`src/design/tsr_pkg.sv`:
```
package tsr_pkg;

    localparam logic [7:0] FL_FIN = 8'h01;
    localparam logic [7:0] FL_SYN = 8'h02;
    localparam logic [7:0] FL_RST = 8'h04;
    localparam logic [7:0] FL_PSH = 8'h08;
    localparam logic [7:0] FL_ACK = 8'h10;

    localparam logic [5:0] IDLE_INDEX = 6'd63;
    localparam logic [5:0] MIN_END_INDEX = 6'd19;

    localparam logic [7:0] OFFSET_PLAIN = 8'h50;
    localparam logic [7:0] OFFSET_OPT = 8'h60;
    localparam logic [7:0] OPT_KIND_MSS = 8'h02;
    localparam logic [7:0] OPT_LEN_MSS = 8'h04;
    localparam logic [15:0] PROTO_TCP = 16'd6;

    localparam logic [4:0] LEN_PLAIN = 5'd20;
    localparam logic [4:0] LEN_OPT = 5'd24;

    localparam logic [15:0] LISTEN_PORT_RST = 16'd80;
    localparam logic [15:0] MSS_RST = 16'd536;

    typedef enum logic [1:0] {
        CFG_LOCAL_IP = 2'd0,
        CFG_LISTEN_PORT = 2'd1,
        CFG_WINDOW_SIZE = 2'd2,
        CFG_MAX_SEG_SIZE = 2'd3
    } cfg_index_t;

    typedef struct packed {
        logic        valid;
        logic        app;
        logic        opt;
        logic [15:0] own_port;
        logic [15:0] peer_port;
        logic [31:0] seq;
        logic [31:0] ack;
        logic [7:0]  flags;
        logic [31:0] peer_ip;
    } emit_req_t;

endpackage

```
`src/design/tcp_segment_responder_core.sv`:
```
// channel | dir | tdata (low bit up)                                 | tlast     | tuser
// s_      | in  | header_byte, ip_total_len, peer_ip, isn_value      | -         | segment_start
// m_      | out | out_byte, reply_length, zero fill                  | last_byte | event_kind
// cfg_    | in  | cfg_index selects register, cfg_data value         | -         | -
// one header byte per cycle unless stalled; parse state updates at the edge that takes the byte
// a reply is 20 or 24 words, one per cycle while the output register is free; the
// final header byte sets busy, then the first word is loaded; an application event is one word
// the serial checksum adder finishes before byte 16 is loaded; that byte waits for it
// the final byte of a segment stalls while the emitter is still busy with the previous reply
// reset clears parse state and sets the registers to their defaults
module tcp_segment_responder_core (
    input  logic        clk,
    input  logic        rst_n,
    input  logic        s_tvalid,
    output logic        s_tready,
    input  logic [87:0] s_tdata,  // header_byte, ip_total_len, peer_ip, isn_value
    input  logic        s_tuser,  // segment_start
    output logic        m_tvalid,
    input  logic        m_tready,
    output logic [15:0] m_tdata,  // out_byte, reply_length, zero fill
    output logic        m_tlast,  // last_byte
    output logic        m_tuser,  // event_kind
    input  logic        cfg_we,
    input  logic [1:0]  cfg_index,
    input  logic [31:0] cfg_data
);
    import tsr_pkg::*;

    logic [31:0] local_ip_reg;
    logic [15:0] listen_port_reg;
    logic [15:0] window_size_reg;
    logic [15:0] max_seg_size_reg;

    logic [5:0]  idx_reg, idx_next;
    logic [15:0] peer_port_reg, peer_port_next;
    logic [15:0] own_port_reg, own_port_next;
    logic [31:0] rx_seq_reg, rx_seq_next;
    logic [31:0] rx_ack_reg, rx_ack_next;
    logic [3:0]  hw_reg, hw_next;
    logic [7:0]  flags_reg, flags_next;
    logic [31:0] reply_seq_reg, reply_seq_next;
    logic [31:0] reply_ack_reg, reply_ack_next;
    logic [7:0]  reply_flags_reg, reply_flags_next;

    logic [7:0]  in_byte;
    logic [15:0] in_total_len;
    logic [31:0] in_peer_ip;
    logic [31:0] in_isn;
    logic        accept;
    logic [5:0]  idx;
    logic [5:0]  end_idx;
    logic [5:0]  end_idx_state;
    logic        state_end;
    logic        seg_end;
    logic [17:0] dl;
    logic [15:0] datalen;
    logic        to_listen;
    logic        emit_busy;
    emit_req_t   req;

    assign in_byte = s_tdata[7:0];
    assign in_total_len = s_tdata[23:8];
    assign in_peer_ip = s_tdata[55:24];
    assign in_isn = s_tdata[87:56];

    assign end_idx_state = (hw_reg > 4'd5) ? {hw_reg, 2'b00} - 6'd1 : MIN_END_INDEX;
    assign state_end = (idx_reg != IDLE_INDEX) && (idx_reg >= MIN_END_INDEX)
                       && (idx_reg == end_idx_state);
    assign s_tready = !(emit_busy && state_end);
    assign accept = s_tvalid && s_tready;

    always_ff @(posedge clk or negedge rst_n)
    begin
        if (!rst_n)
        begin
            local_ip_reg <= 32'd0;
            listen_port_reg <= LISTEN_PORT_RST;
            window_size_reg <= 16'd0;
            max_seg_size_reg <= MSS_RST;
        end
        else if (cfg_we)
        begin
            case (cfg_index_t'(cfg_index))
                CFG_LOCAL_IP:     local_ip_reg <= cfg_data;
                CFG_LISTEN_PORT:  listen_port_reg <= cfg_data[15:0];
                CFG_WINDOW_SIZE:  window_size_reg <= cfg_data[15:0];
                CFG_MAX_SEG_SIZE: max_seg_size_reg <= cfg_data[15:0];
                default:          local_ip_reg <= local_ip_reg;
            endcase
        end
    end

    assign to_listen = (own_port_next == listen_port_reg);
    assign dl = {2'b00, in_total_len} - 18'd20 - {12'd0, hw_next, 2'b00};
    assign datalen = dl[17] ? 16'd0 : dl[15:0];

    always_comb
    begin
        idx = s_tuser ? 6'd0 : idx_reg;
        idx_next = idx_reg;
        peer_port_next = peer_port_reg;
        own_port_next = own_port_reg;
        rx_seq_next = rx_seq_reg;
        rx_ack_next = rx_ack_reg;
        hw_next = hw_reg;
        flags_next = flags_reg;
        reply_seq_next = reply_seq_reg;
        reply_ack_next = reply_ack_reg;
        reply_flags_next = reply_flags_reg;
        end_idx = MIN_END_INDEX;
        seg_end = 1'b0;
        req = '0;

        if (accept)
        begin
            idx_next = idx;
        end
        if (accept && idx != IDLE_INDEX)
        begin
            if (idx < 6'd2)
            begin
                peer_port_next = {peer_port_reg[7:0], in_byte};
            end
            else if (idx < 6'd4)
            begin
                own_port_next = {own_port_reg[7:0], in_byte};
            end
            else if (idx < 6'd8)
            begin
                rx_seq_next = {rx_seq_reg[23:0], in_byte};
            end
            else if (idx < 6'd12)
            begin
                rx_ack_next = {rx_ack_reg[23:0], in_byte};
            end
            else if (idx == 6'd12)
            begin
                hw_next = in_byte[7:4];
            end
            else if (idx == 6'd13)
            begin
                flags_next = in_byte;
            end

            end_idx = (hw_next > 4'd5) ? {hw_next, 2'b00} - 6'd1 : MIN_END_INDEX;
            seg_end = (idx >= MIN_END_INDEX) && (idx == end_idx);
            idx_next = seg_end ? IDLE_INDEX : idx + 6'd1;
        end

        if (seg_end && !((flags_next & FL_RST) != 8'd0) && flags_next != FL_ACK)
        begin
            req.valid = 1'b1;
            if ((flags_next & FL_SYN) != 8'd0)
            begin
                reply_seq_next = in_isn;
                reply_ack_next = rx_seq_next + 32'd1;
                if (to_listen)
                begin
                    reply_flags_next = FL_SYN | FL_ACK;
                    req.opt = 1'b1;
                end
                else
                begin
                    reply_flags_next = FL_RST | FL_ACK;
                end
            end
            else if ((flags_next & FL_FIN) != 8'd0)
            begin
                reply_seq_next = rx_ack_next;
                reply_ack_next = rx_seq_next + 32'(datalen) + 32'd1;
                reply_flags_next = FL_ACK;
            end
            else if ((flags_next & FL_ACK) != 8'd0)
            begin
                reply_seq_next = rx_ack_next;
                reply_ack_next = rx_seq_next + 32'(datalen);
                if (datalen == 16'd0 || !to_listen)
                begin
                    req.valid = 1'b0;
                end
                else
                begin
                    reply_flags_next = FL_FIN | FL_PSH | FL_ACK;
                    req.app = 1'b1;
                end
            end
        end

        req.own_port = own_port_next;
        req.peer_port = peer_port_next;
        req.seq = reply_seq_next;
        req.ack = reply_ack_next;
        req.flags = reply_flags_next;
        req.peer_ip = in_peer_ip;
    end

    always_ff @(posedge clk or negedge rst_n)
    begin
        if (!rst_n)
        begin
            idx_reg <= 6'd0;
            peer_port_reg <= 16'd0;
            own_port_reg <= 16'd0;
            rx_seq_reg <= 32'd0;
            rx_ack_reg <= 32'd0;
            hw_reg <= 4'd0;
            flags_reg <= 8'd0;
            reply_seq_reg <= 32'd0;
            reply_ack_reg <= 32'd0;
            reply_flags_reg <= 8'd0;
        end
        else
        begin
            idx_reg <= idx_next;
            peer_port_reg <= peer_port_next;
            own_port_reg <= own_port_next;
            rx_seq_reg <= rx_seq_next;
            rx_ack_reg <= rx_ack_next;
            hw_reg <= hw_next;
            flags_reg <= flags_next;
            reply_seq_reg <= reply_seq_next;
            reply_ack_reg <= reply_ack_next;
            reply_flags_reg <= reply_flags_next;
        end
    end

    tsr_emit u_emit (
        .clk          (clk),
        .rst_n        (rst_n),
        .req          (req),
        .local_ip     (local_ip_reg),
        .window_size  (window_size_reg),
        .max_seg_size (max_seg_size_reg),
        .busy         (emit_busy),
        .m_tvalid     (m_tvalid),
        .m_tready     (m_tready),
        .m_tdata      (m_tdata),
        .m_tlast      (m_tlast),
        .m_tuser      (m_tuser)
    );

`ifndef SYNTHESIS
    a_end_stall: assert property (@(posedge clk) disable iff (!rst_n)
        (emit_busy && state_end) |-> !s_tready)
        else $error("segment end accepted while reply in progress");
    a_idle_hold: assert property (@(posedge clk) disable iff (!rst_n)
        (idx_reg == IDLE_INDEX && !(accept && s_tuser)) |=> (idx_reg == IDLE_INDEX))
        else $error("left idle without a start mark");
    a_end_to_idle: assert property (@(posedge clk) disable iff (!rst_n)
        seg_end |=> (idx_reg == IDLE_INDEX))
        else $error("segment end did not enter idle");
`endif

endmodule

```
`src/design/tsr_emit.sv`:
```
module tsr_emit (
    input  logic              clk,
    input  logic              rst_n,
    input  tsr_pkg::emit_req_t req,
    input  logic [31:0]       local_ip,
    input  logic [15:0]       window_size,
    input  logic [15:0]       max_seg_size,
    output logic              busy,
    output logic              m_tvalid,
    input  logic              m_tready,
    output logic [15:0]       m_tdata,  // out_byte, reply_length, zero fill
    output logic              m_tlast,  // last_byte
    output logic              m_tuser   // event_kind
);
    import tsr_pkg::*;

    localparam logic [3:0] TERMS = 4'd15;

    logic        busy_reg, busy_next;
    logic        app_reg;
    logic        opt_reg;
    logic [4:0]  pos_reg, pos_next;
    logic [3:0]  term_reg, term_next;
    logic [19:0] sum_reg, sum_next;
    logic [15:0] own_port_reg;
    logic [15:0] peer_port_reg;
    logic [31:0] seq_reg;
    logic [31:0] ack_reg;
    logic [7:0]  flags_reg;
    logic [31:0] peer_ip_reg;

    logic        ovalid_reg, ovalid_next;
    logic [7:0]  obyte_reg;
    logic        olast_reg;
    logic        okind_reg;
    logic [4:0]  olen_reg;

    logic [4:0]  len;
    logic        out_free;
    logic        need_sum;
    logic        sum_done;
    logic        load;
    logic        last_load;
    logic [15:0] term_val;
    logic [16:0] fold1;
    logic [15:0] fold2;
    logic [15:0] csum;
    logic [7:0]  hdr_byte;
    logic [7:0]  byte_sel;

    assign len = opt_reg ? LEN_OPT : LEN_PLAIN;
    assign hdr_byte = opt_reg ? OFFSET_OPT : OFFSET_PLAIN;
    assign out_free = !ovalid_reg || m_tready;
    assign need_sum = (pos_reg == 5'd16) || (pos_reg == 5'd17);
    assign sum_done = (term_reg == TERMS);
    assign load = busy_reg && out_free && (app_reg || !need_sum || sum_done);
    assign last_load = app_reg || (pos_reg == len - 5'd1);

    // one 16-bit word of pseudo header and header per cycle while busy and the sum is not done
    always_comb
    begin
        case (term_reg)
            4'd0:    term_val = own_port_reg;
            4'd1:    term_val = peer_port_reg;
            4'd2:    term_val = seq_reg[31:16];
            4'd3:    term_val = seq_reg[15:0];
            4'd4:    term_val = ack_reg[31:16];
            4'd5:    term_val = ack_reg[15:0];
            4'd6:    term_val = {hdr_byte, flags_reg};
            4'd7:    term_val = window_size;
            4'd8:    term_val = local_ip[31:16];
            4'd9:    term_val = local_ip[15:0];
            4'd10:   term_val = peer_ip_reg[31:16];
            4'd11:   term_val = peer_ip_reg[15:0];
            4'd12:   term_val = PROTO_TCP + 16'(len);
            4'd13:   term_val = opt_reg ? {OPT_KIND_MSS, OPT_LEN_MSS} : 16'd0;
            4'd14:   term_val = opt_reg ? max_seg_size : 16'd0;
            default: term_val = 16'd0;
        endcase
    end

    assign fold1 = 17'(sum_reg[15:0]) + 17'(sum_reg[19:16]);
    assign fold2 = fold1[15:0] + 16'(fold1[16]);
    assign csum = ~fold2;

    always_comb
    begin
        case (pos_reg)
            5'd0:    byte_sel = own_port_reg[15:8];
            5'd1:    byte_sel = own_port_reg[7:0];
            5'd2:    byte_sel = peer_port_reg[15:8];
            5'd3:    byte_sel = peer_port_reg[7:0];
            5'd4:    byte_sel = seq_reg[31:24];
            5'd5:    byte_sel = seq_reg[23:16];
            5'd6:    byte_sel = seq_reg[15:8];
            5'd7:    byte_sel = seq_reg[7:0];
            5'd8:    byte_sel = ack_reg[31:24];
            5'd9:    byte_sel = ack_reg[23:16];
            5'd10:   byte_sel = ack_reg[15:8];
            5'd11:   byte_sel = ack_reg[7:0];
            5'd12:   byte_sel = hdr_byte;
            5'd13:   byte_sel = flags_reg;
            5'd14:   byte_sel = window_size[15:8];
            5'd15:   byte_sel = window_size[7:0];
            5'd16:   byte_sel = csum[15:8];
            5'd17:   byte_sel = csum[7:0];
            5'd20:   byte_sel = OPT_KIND_MSS;
            5'd21:   byte_sel = OPT_LEN_MSS;
            5'd22:   byte_sel = max_seg_size[15:8];
            5'd23:   byte_sel = max_seg_size[7:0];
            default: byte_sel = 8'd0;
        endcase
        if (app_reg)
        begin
            byte_sel = 8'd0;
        end
    end

    always_comb
    begin
        busy_next = busy_reg;
        pos_next = pos_reg;
        term_next = term_reg;
        sum_next = sum_reg;
        ovalid_next = ovalid_reg;
        if (busy_reg && !sum_done)
        begin
            term_next = term_reg + 4'd1;
            sum_next = sum_reg + 20'(term_val);
        end
        if (load)
        begin
            pos_next = pos_reg + 5'd1;
            ovalid_next = 1'b1;
            if (last_load)
            begin
                busy_next = 1'b0;
            end
        end
        else if (m_tready)
        begin
            ovalid_next = 1'b0;
        end
        if (req.valid)
        begin
            busy_next = 1'b1;
            pos_next = 5'd0;
            term_next = 4'd0;
            sum_next = 20'd0;
        end
    end

    always_ff @(posedge clk or negedge rst_n)
    begin
        if (!rst_n)
        begin
            busy_reg <= 1'b0;
            pos_reg <= 5'd0;
            term_reg <= 4'd0;
            sum_reg <= 20'd0;
            ovalid_reg <= 1'b0;
        end
        else
        begin
            busy_reg <= busy_next;
            pos_reg <= pos_next;
            term_reg <= term_next;
            sum_reg <= sum_next;
            ovalid_reg <= ovalid_next;
        end
    end

    always_ff @(posedge clk)
    begin
        if (req.valid)
        begin
            app_reg <= req.app;
            opt_reg <= req.opt;
            own_port_reg <= req.own_port;
            peer_port_reg <= req.peer_port;
            seq_reg <= req.seq;
            ack_reg <= req.ack;
            flags_reg <= req.flags;
            peer_ip_reg <= req.peer_ip;
        end
        if (load)
        begin
            obyte_reg <= byte_sel;
            olast_reg <= last_load;
            okind_reg <= app_reg;
            olen_reg <= app_reg ? 5'd0 : len;
        end
    end

    assign busy = busy_reg;
    assign m_tvalid = ovalid_reg;
    assign m_tdata = {3'b000, olen_reg, obyte_reg};
    assign m_tlast = olast_reg;
    assign m_tuser = okind_reg;

`ifndef SYNTHESIS
    a_req_idle: assert property (@(posedge clk) disable iff (!rst_n)
        req.valid |-> !busy_reg)
        else $error("reply request while a reply is in progress");
    a_csum_ready: assert property (@(posedge clk) disable iff (!rst_n)
        (load && !app_reg && need_sum) |-> sum_done)
        else $error("checksum byte loaded before sum finished");
    a_pos_range: assert property (@(posedge clk) disable iff (!rst_n)
        busy_reg |-> (pos_reg < len))
        else $error("reply position beyond header length");
    a_app_single: assert property (@(posedge clk) disable iff (!rst_n)
        (ovalid_reg && okind_reg) |-> (olast_reg && olen_reg == 5'd0))
        else $error("application event word malformed");
`endif

endmodule

```
`config.mk`:
```
export PLATFORM = sky130hd
export DESIGN_NAME = tcp_segment_responder_core
export DESIGN_NICKNAME = d
export VERILOG_FILES = /design/src/design/tsr_pkg.sv /design/src/design/tcp_segment_responder_core.sv /design/src/design/tsr_emit.sv
export SDC_FILE = /design/constraint.sdc
export NUM_CORES = 1
export LEC_CHECK = 0
export BUFFER_PORTS_ARGS = -buffer_cell sky130_fd_sc_hd__buf_2
export CAP_MARGIN = 10
export CORE_MARGIN = 8
export CORE_UTILIZATION = 51
export DETAILED_ROUTE_END_ITERATION = 8
export HOLD_SLACK_MARGIN = 0.03
export PLACE_DENSITY = 0.69
export SLEW_MARGIN = 20
export SYNTH_ARGS = -nofsm -noshare
export SYNTH_HDL_FRONTEND = slang
export SYNTH_SLANG_ARGS = --single-unit
```
`constraint.sdc`:
```
create_clock -name clk -period 13.67 [get_ports clk]
set_input_delay 1.367 -clock clk [delete_from_list [all_inputs] [get_ports clk]]
set_output_delay 1.367 -clock clk [all_outputs]
set_load 0.005 [all_outputs]
```
; Word level (Yosys, flattened, before mapping)
; Index checks and enable logic that the tools add are counted.
[totals]
ff_bits = 450
latch_bits = 0
ram_bits = 0
rom_bits = 0
input_bits = 128
out_inout_bits = 20
elab_cells = 218
memories = 0
[classes]
n_addsub = 15
multipliers = 0
n_div = 0
n_lt_le_gt_ge = 8
n_eq_ne = 48
n_shift = 0
mux = 74
bitwise = 3
reduce_logical = 39
[op_table]
columns = operator, n
row1 = $mux 32, 17
row2 = $pmux 16 s15, 1
row3 = $pmux 8 s22, 1
row4 = $mux 16, 7
row5 = $mux 8, 12
row6 = $add 32x1->32 const B, 2
row7 = $mux 6, 7
row8 = $eq 5x4->1 const B, 8
row9 = $mux 20, 2
row10 = $mux 4, 10
row11 = $add 32x16->32, 1
row12 = $eq 4x4->1 const B, 8
row13 = $eq 5x5->1 const B, 6
row14 = $add 20x16->20, 1
row15 = $eq 5x3->1 const B, 4
row16 = $sub 17x7->18, 1
row17 = $add 16x4->17, 1
row18 = $sub 16x5->17 const B, 1
row19 = $add 16x1->16, 1
row20 = $eq 16x16->1, 1
row21 = $eq 4x3->1 const B, 4
row22 = $logic_not 16->1, 1
row23 = $not 16->16, 1
row24 = $eq 6x4->1 const B, 2
row25 = 36 further kinds, 87

; Logic depth before layout (Yosys ltp)
[logic_depth]
word_depth = 21
ltp_mapped = 34
mapped_depth_nobuf = 32

; Modules after synthesis
; Synthesis repeated with hierarchy kept, for this count alone.
[hier_totals]
cells_unflattened = 2600
hier_area_um2 = 26380.3
[by_module_without_submodules]
columns = module, n_inst, cells_each, area_per_inst_um2, seq_area_each_um2
row1 = tcp_segment_responder_core, 1, 1689, 16240.6, 6662.6
row2 = tsr_emit, 1, 911, 10139.7, 5310.1

; Least setup slack after synthesis
; OpenSTA, ideal clock, no wires.
[synth_timing]
path_kind = input to register
from = in s_tuser
to = reg u_emit.ack_reg[28] (data pin)
setup_time_ps = 272
arrival_ps = 7722
required_time_ps = 13398
slack_ps = 5676
cell_stages = 30
path_buffers = 2
path_cell_list = buf_2 -> inv_1 -> nand2_1 -> inv_1 -> ha_1 -> nor2b_1 -> a21oi_1 -> o21ai_0 -> ha_1 -> nor2b_1 -> o21a_1 -> o21ai_0 -> nand4_1 -> nor3_2 -> nand3b_1 -> a21oi_2 -> clkbuf_1 -> nor2_1 -> ha_1 -> a2111oi_0 -> o21ai_1 -> and3_1 -> o21a_1 -> o21ai_0 -> xnor2_1 -> nor2b_1 -> nand4_1 -> o31a_1 -> nor3_1 -> o21ai_0
[synth_via]
elab_chain_len = 16
word_cells_on_any_way = 47
cone_classes = add/sub (5) / order compare (6) / eq/ne (5) / mux (26) / reduce/logical (5)
[synth_rtl]
columns = element, line_no
row1 = from (decl), tcp_segment_responder_core.sv:17  ; input logic s_tuser,
row2 = $mux 6 (*), tcp_segment_responder_core.sv:99  ; idx = s_tuser ? 6'd0 : idx_reg;
row3 = branches (longest 14 deep; another with $add 32x16->32), n/a
row4 = $mux 32 (*), tcp_segment_responder_core.sv:150  ; if (seg_end && !((flags_next & FL_RST) != 8'd0) && flags_next != FL_ACK)
row5 = via reply_ack_next[28], tcp_segment_responder_core.sv:42  ; logic [31:0] reply_ack_reg, reply_ack_next;
row6 = to (signal assigned), tsr_emit.sv:182  ; ack_reg <= req.ack;
row7 = to (decl), tsr_emit.sv:28  ; logic [31:0] ack_reg;
; Mark *: on every way through the listed nets, which the timed path passes. The select of a mux whose other input is x is not followed.
; A chain may end at the register's enable or synchronous reset.

; Final worst setup path
[layout_timing]
from = reg hw_reg[0]
to = reg u_emit.ack_reg[28] (data pin)
[layout_via]
elab_chain_len = 16
word_cells_on_any_way = 37
cone_classes = add/sub (6) / order compare (2) / eq/ne (3) / mux (17) / reduce/logical (9)
[layout_rtl]
columns = element, line_no
row1 = from (decl), tcp_segment_responder_core.sv:39  ; logic [3:0] hw_reg, hw_next;
row2 = from (signal assigned), tcp_segment_responder_core.sv:219  ; hw_reg <= hw_next;
row3 = $sub 6x1->6 / $gt 4x3->1 (equally long branches), tcp_segment_responder_core.sv:66  ; assign end_idx_state = (hw_reg > 4'd5) ? {hw_reg, 2'b00} - 6'd1 : MIN_END_INDEX;
row4 = $mux 6, tcp_segment_responder_core.sv:66
row5 = $eq 6x6->1, tcp_segment_responder_core.sv:68  ; && (idx_reg == end_idx_state);
row6 = $logic_and 1x1->1, tcp_segment_responder_core.sv:68
row7 = $logic_and 1x1->1, tcp_segment_responder_core.sv:69  ; assign s_tready = !(emit_busy && state_end);
row8 = $logic_not 1->1, tcp_segment_responder_core.sv:69
row9 = $logic_and 1x1->1, tcp_segment_responder_core.sv:70  ; assign accept = s_tvalid && s_tready;
row10 = $logic_and 1x1->1, tcp_segment_responder_core.sv:118  ; if (accept && idx != IDLE_INDEX)
row11 = $mux 4, tcp_segment_responder_core.sv:118
row12 = $sub 17x7->18, tcp_segment_responder_core.sv:94  ; assign dl = {2'b00, in_total_len} - 18'd20 - {12'd0, hw_next, 2'b00};
row13 = $mux 16, tcp_segment_responder_core.sv:95  ; assign datalen = dl[17] ? 16'd0 : dl[15:0];
row14 = $add 32x16->32, "tcp_segment_responder_core.sv:170, tcp_segment_responder_core.sv:176"
row15 = $add 32x1->32 / $mux 32 (equally long branches), "tcp_segment_responder_core.sv:170, tcp_segment_responder_core.sv:173"
row16 = $mux 32, tcp_segment_responder_core.sv:167  ; else if ((flags_next & FL_FIN) != 8'd0)
row17 = $mux 32, tcp_segment_responder_core.sv:153  ; if ((flags_next & FL_SYN) != 8'd0)
row18 = $mux 32 (*), tcp_segment_responder_core.sv:150
row19 = via reply_ack_next[28], tcp_segment_responder_core.sv:42
; Mark *: on every way through the listed nets, which the timed path passes. The rest lies on a longest branch. The select of a mux whose other input is x is not followed.

==> metrics <==
syn avg cell area 10.4 µm²; placed cell area 0.0264 mm²; Filler cells 4161; post-synth cell types 95; Detail Route Antenna Nets 0; Rows 81; Fin. Hold Viols 0; total power 0.00394 W; Core ar. 0.0487 mm²; die height 238 µm; number of flops mapped to enable cells by yosys 151; WP data required 13.99 ns; setup TNS 0 ns; Final min period 9.07 ns; Worst Path Max Fanout 16; peak supply drop 0.0842 mV; Clock Sinks 448; first-pass GRT wire length 126000 µm; Ports 148; vias post-DR 20430; LEAKAGE 11.8 nW; Pre-antenna DRT Iters 9; Power Dens Cells 141 mW/mm²; hold crit path type reg2reg; Post-Syn Instances 2415; Setup CP Type reg2reg; largest net degree at the start of global routing 169; Clk pwr share 34.6%; unrepaired setup endpoints after global routing false; Final setup violation count 0; fin util 57.4%; most used flip-flop cell after synthesis dfrtp_1; Setup Skew 0.0336 ns; fmax 0.110 GHz; Flop pwr share 42.3%; Slowest Stage Delay on Critical Path 0.56 ns; Sw Pwr 0.00126 W; ys async rst share 66.3%; Post-Syn Area 0.0250 mm²; final RePlAce weighted congestion 0.979; Gate power share 23.1%; total CTS buffers 48; Setup crit start kind register; delay-heaviest family, CP compound AO/OA/AOI/OAI gates; WP buf/inv 1; CTS tree built; fin. max-slew vios 0; Sw Ratio 31.9%; die area 0.0565 mm²; Seq/Total Area, Yosys 47.8%; vias in the first global route 20094; Max Cap Viol 0; initial DRC count 2133; starting density of the core 51.4%; Avg Vias per Cell 6.33; HPWL after DPL 61700 µm; DRC Markers 0; WL final 83900 µm; GR Overflow Total 0; Worst-Skew Late Latency 0.61 ns; # hold bufs at CTS 0; Post-Place Setup Slack 4.14 ns; initial antenna violation count 3; Yosys warning total 0; # nets final 2715; period utilisation layout 66.3%; status finished clean; Slew Limit Headroom 22.4%; Slew @ Worst Pin 1.16 ns; Pint 0.00268 W; clk slew on worst S/H paths 0.06 ns; CTS Buffer Depth 3; H-tree depth 2; die width 238 µm; Avg WL per Cell 26.0 µm; Worst Path Arrival 9.38 ns; GRT Total Usage 29.0%; type of destination of the critical path register; synthesis-to-finish area growth 11.8%; layout cells sized above 1 17.9%; CTS root buf clkbuf_16; worst setup margin 4.60 ns; # Post-CTS Setup Buffers 0; synthesized flop and latch total 448; PortBufs 142; Crit-path slowest cell a21oi_1; cts repair resizes 0; post-route cell area 0.0280 mm²
-- worst register-to-register path, delay by kind of cell (launching register included) --
kind,cells,cell delay [ns]
compound gates,14,4.30
xor+xnor,1,0.27
fa+ha+maj,4,1.36
buf+inv,1,0.11
flops,1,0.43
simple gates,11,2.33
-- routing by layer --
metal	part of all wire (%)	routed length [µm]	GRT usage, %
met1	40	33600	37.1
met2	47	39800	48.4
met3	7.3	6140	4.61
met4	5.2	4340	13.2
met5	0.030	25	0
-- final cells by class --
class | count | area, µm² | area share [%]
clock inverter | 31 | 387 | 1.38
antenna | 1 | 2.50 | 0.00894
timing repair buffer | 176 | 1000 | 3.57
tap | 664 | 831 | 2.97
clock buffer | 59 | 1260 | 4.51
sequential | 448 | 12000 | 42.8
inverter | 66 | 248 | 0.885
multi-input combinational | 1782 | 12300 | 43.9
-- cell usage in the layout (no fill, tap or decap), types with 61 or more instances in the layout --
| cell type | n |
|---|---|
| inv_1 | 65 |
| nand3_1 | 85 |
| mux2i_1 | 65 |
| a21oi_1 | 102 |
| o21ai_0 | 125 |
| xnor2_1 | 100 |
| dfrtp_1 | 292 |
| nand2_1 | 260 |
| buf_2 | 141 |
| mux2_2 | 154 |
| ha_1 | 61 |
| edfxtp_1 | 151 |
| nor2_1 | 173 |
-- synth_stat cells (9+ instances only) --
cell type	instances	area, µm²
a31oi_1	19	119
a22o_1	42	368
mux2_2	154	1730
xor2_1	44	385
dfrtp_1	292	7310
o21ai_0	125	626
o21a_1	11	82.6
and3_1	23	144
or2_2	9	56.3
and2_1	27	169
mux2i_1	67	671
inv_1	65	244
ha_1	61	763
or3_1	16	100
a21oi_1	102	510
nor4_1	10	62.6
edfxtp_1	151	4530
xnor2_1	100	876
o22ai_1	9	56.3
clkbuf_1	81	304
nor2_1	173	649
buf_2	24	120
a221oi_1	46	403
a22oi_1	48	360
nand2_1	260	976
a222oi_1	18	180
nor2b_1	24	150
nand3_1	85	425
nand4_1	34	213
o31ai_1	13	97.6
a211oi_1	35	263
a21o_1	14	105
o211ai_1	19	143
nor3_1	47	235
-- power groups by stage --
stage / combinational [W] / clock, W / sequential (W)
floorplan: 0.000666 / 0 / 0.00162
global placement: 0.000877 / 0 / 0.00168
detailed placement: 0.000896 / 0 / 0.00169
CTS: 0.000900 / 0.00139 / 0.00166
global route: 0.000991 / 0.00144 / 0.00168
finish: 0.000910 / 0.00136 / 0.00167
-- path summary, 6_finish.rpt --
kind,startpoint,end,slack (ns),cells after the start
max in group asynchronous,rst_n,u_emit.sum_reg[16],11.49,2
max reg2reg,hw_reg[0],u_emit.ack_reg[28],4.60,31
max,hw_reg[0],u_emit.ack_reg[28],4.60,31
min reg2reg,reply_flags_reg[1],reply_flags_reg[1],0.48,1
min,reply_flags_reg[1],reply_flags_reg[1],0.48,1
min in group asynchronous,rst_n,reply_seq_reg[26],0.76,1
-- cell families after synthesis --
family                   count (synthesis)  share of synthesized area [%]
flip-flops                             448                           47.8
AND/OR/NAND/NOR                        771                           15.0
multiplexers                           221                           9.60
adder cells (fa/ha/maj)                 65                           3.37
XOR/XNOR                               144                           5.04
AO/OA/AOI/OAI                          576                           15.9
other                                    1                         0.0150
buffers and inverters                  189                           3.27
-- metrics by stage --
stage / std cells / hold WS, ns
4_1_cts: 3226 / 0.480
2_1_floorplan: 2419 / 0.429
3_5_place_dp: 3136 / 0.461
3_3_place_gp: 3136 / 0.462
5_1_grt: 3226 / 0.491
6_report: 3227 / 0.479
Power figures use the tool's default switching activity.
